<file path="config.mk">
export PLATFORM = sky130hd
export DESIGN_NAME = pvtl_ram
export DESIGN_NICKNAME = d
export VERILOG_FILES = /design/src/rtl/core/prefix_version_table_lookup_defines.svh /design/src/rtl/core/pvtl_ram.sv
export SDC_FILE = /design/constraint.sdc
export NUM_CORES = 2
export LEC_CHECK = 0
export ABC_AREA = 1
export BUFFER_PORTS_ARGS = -buffer_cell sky130_fd_sc_hd__buf_2
export CAP_MARGIN = 0
export CORE_MARGIN = 5
export CORE_UTILIZATION = 45
export CTS_BUF_LIST = sky130_fd_sc_hd__clkbuf_16
export CTS_CLUSTER_SIZE = 40
export DETAILED_ROUTE_END_ITERATION = 12
export PLACE_DENSITY_LB_ADDON = 0.1
export SYNTH_ARGS = -nofsm -noshare
export SYNTH_HDL_FRONTEND = slang
export SYNTH_SLANG_ARGS = --single-unit
</file>
<file path="constraint.sdc">
create_clock -name clk -period 2.25 [get_ports clk]
set_input_delay 0.225 -clock clk [delete_from_list [all_inputs] [get_ports clk]]
set_output_delay 0.225 -clock clk [all_outputs]
set_load 0.02 [all_outputs]
</file>
<file path="src/rtl/core/prefix_version_table_lookup_defines.svh">
// Assertion macros shared by the table lookup RTL.
// Each macro expects signals named clk and rst_n in the calling module.
`ifndef PREFIX_VERSION_TABLE_LOOKUP_DEFINES_SVH
`define PREFIX_VERSION_TABLE_LOOKUP_DEFINES_SVH

// Same-cycle implication, checked out of reset
`define PVTL_ASSERT_IMPL(label, ante, cons) \
    label: assert property (@(posedge clk) disable iff (!rst_n) (ante) |-> (cons)) \
        else $error("pvtl assertion failed");

// Next-cycle implication, checked out of reset
`define PVTL_ASSERT_NEXT(label, ante, cons) \
    label: assert property (@(posedge clk) disable iff (!rst_n) (ante) |=> (cons)) \
        else $error("pvtl assertion failed");

`endif

</file>
<file path="src/rtl/core/pvtl_ram.sv">
// Generic single-write, single-read RAM with registered read data.
// No dependencies.
module pvtl_ram #(
    parameter int WIDTH = 8,
    parameter int DEPTH = 256
) (
    input  logic                     clk,
    input  logic                     we,
    input  logic [$clog2(DEPTH)-1:0] waddr,
    input  logic [WIDTH-1:0]         wdata,
    input  logic                     re,
    input  logic [$clog2(DEPTH)-1:0] raddr,
    output logic [WIDTH-1:0]         rdata
);

    logic [WIDTH-1:0] mem [DEPTH];
    logic [WIDTH-1:0] rdata_reg;

    always_ff @(posedge clk)
    begin
        if (we)
        begin
            mem[waddr] <= wdata;
        end
        if (re)
        begin
            rdata_reg <= mem[raddr];
        end
    end

    assign rdata = rdata_reg;

endmodule

</file>
**Word-level counts from Yosys, hierarchy flattened**

Memory sizes are Yosys's and may differ from the RTL's. A register that Yosys moved wholly into a read port is not among the register bits.
Index checks and enable logic that the tools add are counted.
Widths: inputs -> output; s select.

- Register bits: 0
- Memory bits (writable): 2048
- Input bits: 27
- Output and inout bits: 8
- Logic and storage cells: 3
- Memories: 1

Memory list:

| name | words | width | read ports | clocked after Yosys merged registers in | write ports | line | text |
|---|---|---|---|---|---|---|---|
| mem | 256 | 8 | 1 | 1 | 1 | pvtl_ram.sv:16 | `logic [WIDTH-1:0] mem [DEPTH];` |

- Multiplexer cells: 2

Operators with widths:

| cell | number |
|---|---|
| $mux 1 | 2 |

**Depth between registers and ports, before layout**

- Word-level depth: 2
- Gate-level depth with buffers: 15
- Mapped depth without buffers: 11

**Worst setup path before layout**

Ideal clock, no wire load.

- Kind: input to register
- Start point: input we
- End point: memory mem[162][0], enable pin
- Library setup time: 370 ps
- Arrival time: 1346 ps
- Slack: 534 ps
- Stages on the path: 4
- Path buffers: 2
- Cells stage by stage: clkbuf_1 -> nand3_1 -> clkbuf_1 -> nor2_1

- Word-level cells in the longest chain between the ends: 2

RTL lines:

| item | line | text |
|---|---|---|
| from (decl) | pvtl_ram.sv:8 | `input logic we,` |
| $mux 1 | pvtl_ram.sv:21 | `if (we)` |
| $mux 1 (not written as such) | pvtl_ram.sv:23 | `mem[waddr] <= wdata;` |
| to (decl) | pvtl_ram.sv:16 |  |

Every way passes these cells.

==> results.sh <==
export IMPL_synth_cells=7003
export IMPL_clock_sinks=2056
export IMPL_drtPass1Iterations=6
export IMPL_synth_most_common_cell="nand2_1"
export IMPL_power_leakage_uw=0.0357
export IMPL_hp_class="input port to flip-flop"
export IMPL_grt_use_total_pct=26.0
export IMPL_synthArstFlopShare_pct=0
export IMPL_avgSynthCellArea_um2=11.9
export IMPL_wl_um=254000
export IMPL_outcome="finished clean"
export IMPL_clockRootBuffer="clkbuf_16"
export IMPL_vias=56600
export IMPL_nNetsFinal=7543
export IMPL_postCtsResizedCells=0
export IMPL_syn_to_final_growth_pct=18.1
export IMPL_hold_viol_final=0
export IMPL_synth_main_ff_cell="edfxtp_1"
export IMPL_startpoint="mem[43][1]"
export IMPL_ir_drop_v=0.000646
export IMPL_slowest_delay_ns=0.36
export IMPL_power_frac_seq_pct=51.5
export IMPL_placementRows=158
export IMPL_holdWs_ns=0.122
export IMPL_initial_core_util_pct=45.1
export IMPL_largest_reg_flops=2048
export IMPL_antenna_found_initial=5
export IMPL_grt_max_degree=89
export IMPL_hpwl_um=161000
export IMPL_relSlewSlack_pct=35.9
export IMPL_crit_chain="nand2_1 > nand3_1 > nand3_1 > nand3_1 > nand3_1 > nand3_1 > nand3_1 > nand2_1 > nand2_1 > nand2_1"
export IMPL_slew_viol_final=0
export IMPL_tns_ns=0
export IMPL_clk_latency_ns=0.85
export IMPL_cp_max_fo=1
export IMPL_placed_cells=9772
export IMPL_cpMostUsedCell="nand3_1"
export IMPL_critPathLaunchType="flip-flop"
export IMPL_yosysTopAreaCell="edfxtp_1"
export IMPL_core_area_mm2=0.185
export IMPL_drtAntennaViolNets=0
export IMPL_power_uw=82000
export IMPL_clkTransAtPathRegs_ns=0.06
export IMPL_ys_seq_elements=2056
export IMPL_cp_end_kind="flip-flop"
export IMPL_routedWlPerCell_um=25.0
export IMPL_cp_data_arrival_time_ns=2.69
export IMPL_rsz0062_at_grt="false"
export IMPL_power_density_mw_per_mm2=832
export IMPL_grt_overflow_total=0
export IMPL_die_h_um=441
export IMPL_fillCellCount=16000
export IMPL_drtIter0Drc=5837
export IMPL_yosys_top_cells_count="nand2_1, edfxtp_1, nand3_1, nor2_1, buf_2"
export IMPL_ys_seq_area_share_pct=74.0
export IMPL_timing_fmax_mhz=477
export IMPL_tightest_slew_ns=0.960
export IMPL_finalCriticalPeriod_ns=2.10
export IMPL_port_buffers=34
export IMPL_fp_dieW_um=441
export IMPL_worstPathRequired_ns=2.85
export IMPL_period_share_pct=93.2
export IMPL_clkPwrFrac_pct=41.5
export IMPL_slowest_stage="edfxtp_1"
export IMPL_fin_util_pct=53.3
export IMPL_ys_types=13
export IMPL_viasPerCell=5.56
export IMPL_comb_power_share_pct=7.0
export IMPL_p_int_uw=63100
export IMPL_min_from="waddr[1]"
export IMPL_multi_input_area_mm2=0.0192
export IMPL_ctsHoldBuffers=10
export IMPL_ios=35
export IMPL_timing_rr_start="mem[43][1]"
export IMPL_gp_congestion=0.861
export IMPL_fin_skew_ns=0.0383
export IMPL_grt_first_pass_wirelength_um=372000
export IMPL_drc=0
export IMPL_p_sw_uw=18900
export IMPL_setup_violations=0
export IMPL_synth_fp_nets=7030
export IMPL_layout_area_seq_mm2=0.0617
export IMPL_die_area_mm2=0.194
export IMPL_drive_gt1_share_pct=14.1
export IMPL_cts_made_buffers=212
export IMPL_syn_cell_area_mm2=0.0835
export IMPL_synth_top_cell_area_share_pct=74.0
export IMPL_synth_edff_count=2056
export IMPL_swShare_pct=23.0
export IMPL_drv_cap=0
export IMPL_cts_tree="done"
export IMPL_critPathKind="flip-flop to flip-flop"
export IMPL_cts_max_path_buffers=3
export IMPL_ys_warn_count=0
export IMPL_final_cells=10200
export IMPL_post_cts_repair_setup_buffers=0
export IMPL_htreeDepth=4
export IMPL_grt_pass1_vias=54600
export IMPL_ys_top_cells_by_area="edfxtp_1, nand3_1, nand2_1"
==> layout by cell type, fill, tap and decap left out <==
| cell type | count |
|---|---|
| nand2_1 | 2108 |
| edfxtp_1 | 2056 |
| nand3_1 | 2019 |
| buf_4 | 601 |
| nor2_1 | 283 |
| clkbuf_16 | 214 |
| buf_12 | 137 |
| inv_1 | 85 |
| clkinv_2 | 47 |
| clkinv_1 | 43 |
| buf_2 | 22 |
| bufinv_16 | 17 |
| nand2_2 | 15 |
| buf_8 | 11 |
| dlygate4sd3_1 | 10 |
| clkinv_8 | 5 |
| inv_6 | 5 |
| clkinvlp_4 | 4 |
| clkinv_16 | 3 |
| diode_2 | 2 |
| inv_16 | 2 |
| inv_8 | 2 |
| inv_4 | 1 |
| inv_2 | 1 |
| buf_6 | 1 |
==> cell type report <==
type,count,share of cell area [%]
Antenna cell,2,0.00508
Clock buffer,214,5.43
Clock inverter,176,1.38
Inverter,39,0.183
Multi-Input combinational cell,4425,19.5
Sequential cell,2056,62.6
Tap cell,2480,3.15
Timing Repair Buffer,782,7.75
==> worst max-delay path, delay by kind of cell, from the launching register on <==
family        cells  cell delay [ns]
simple gates     10             1.51
flops             1             0.36
==> logic make-up (layout without fill, tap and decap cells) <==
family | count (synthesis) | in the layout | synth area share, %
buffers and inverters | 522 | 1211 | 3.12
other | 0 | 2 | 0
and+or+nand+nor | 4425 | 4425 | 22.9
DFF | 2056 | 2056 | 74.0
==> per-layer routing <==
metal / part of all wire [%] / vias to the layer above / global-route usage, %
met5: 0 / - / 0
met4: 3.0 / 0 / 7.73
met1: 43 / 28300 / 36.9
met3: 6.0 / 411 / 3.41
met2: 48 / 1936 / 42.1
li1: - / 25900 / -
==> metrics by stage <==
step                setup slack, ns  instance area, um^2
floorplan                     0.534                83500
global placement             -0.453                91700
detailed placement           -0.430                91700
CTS                           0.213                98600
global route                 0.0830                98600
finish                        0.153                98600
==> path summary, 6_finish.rpt <==
kind	to	slack, ns	cells past startpoint
worst min-delay path	mem[202][4]	0.12	5
worst max-delay path	rdata[1]	0.15	10
worst min register to register	rdata[7]	1.12	10
worst max register to register	rdata[1]	0.15	10
==> power groups by stage <==
stage / logic, uW / registers, uW / clock network [uW]
after global placement: 5720 / 43100 / 0
after detailed placement: 5740 / 43100 / 0
after global routing: 6170 / 42300 / 36200
after CTS: 5770 / 42300 / 34600
final: 5750 / 42300 / 34000
after floorplan: 2610 / 43100 / 0
Note: power is estimated with default switching activity, not from simulation.
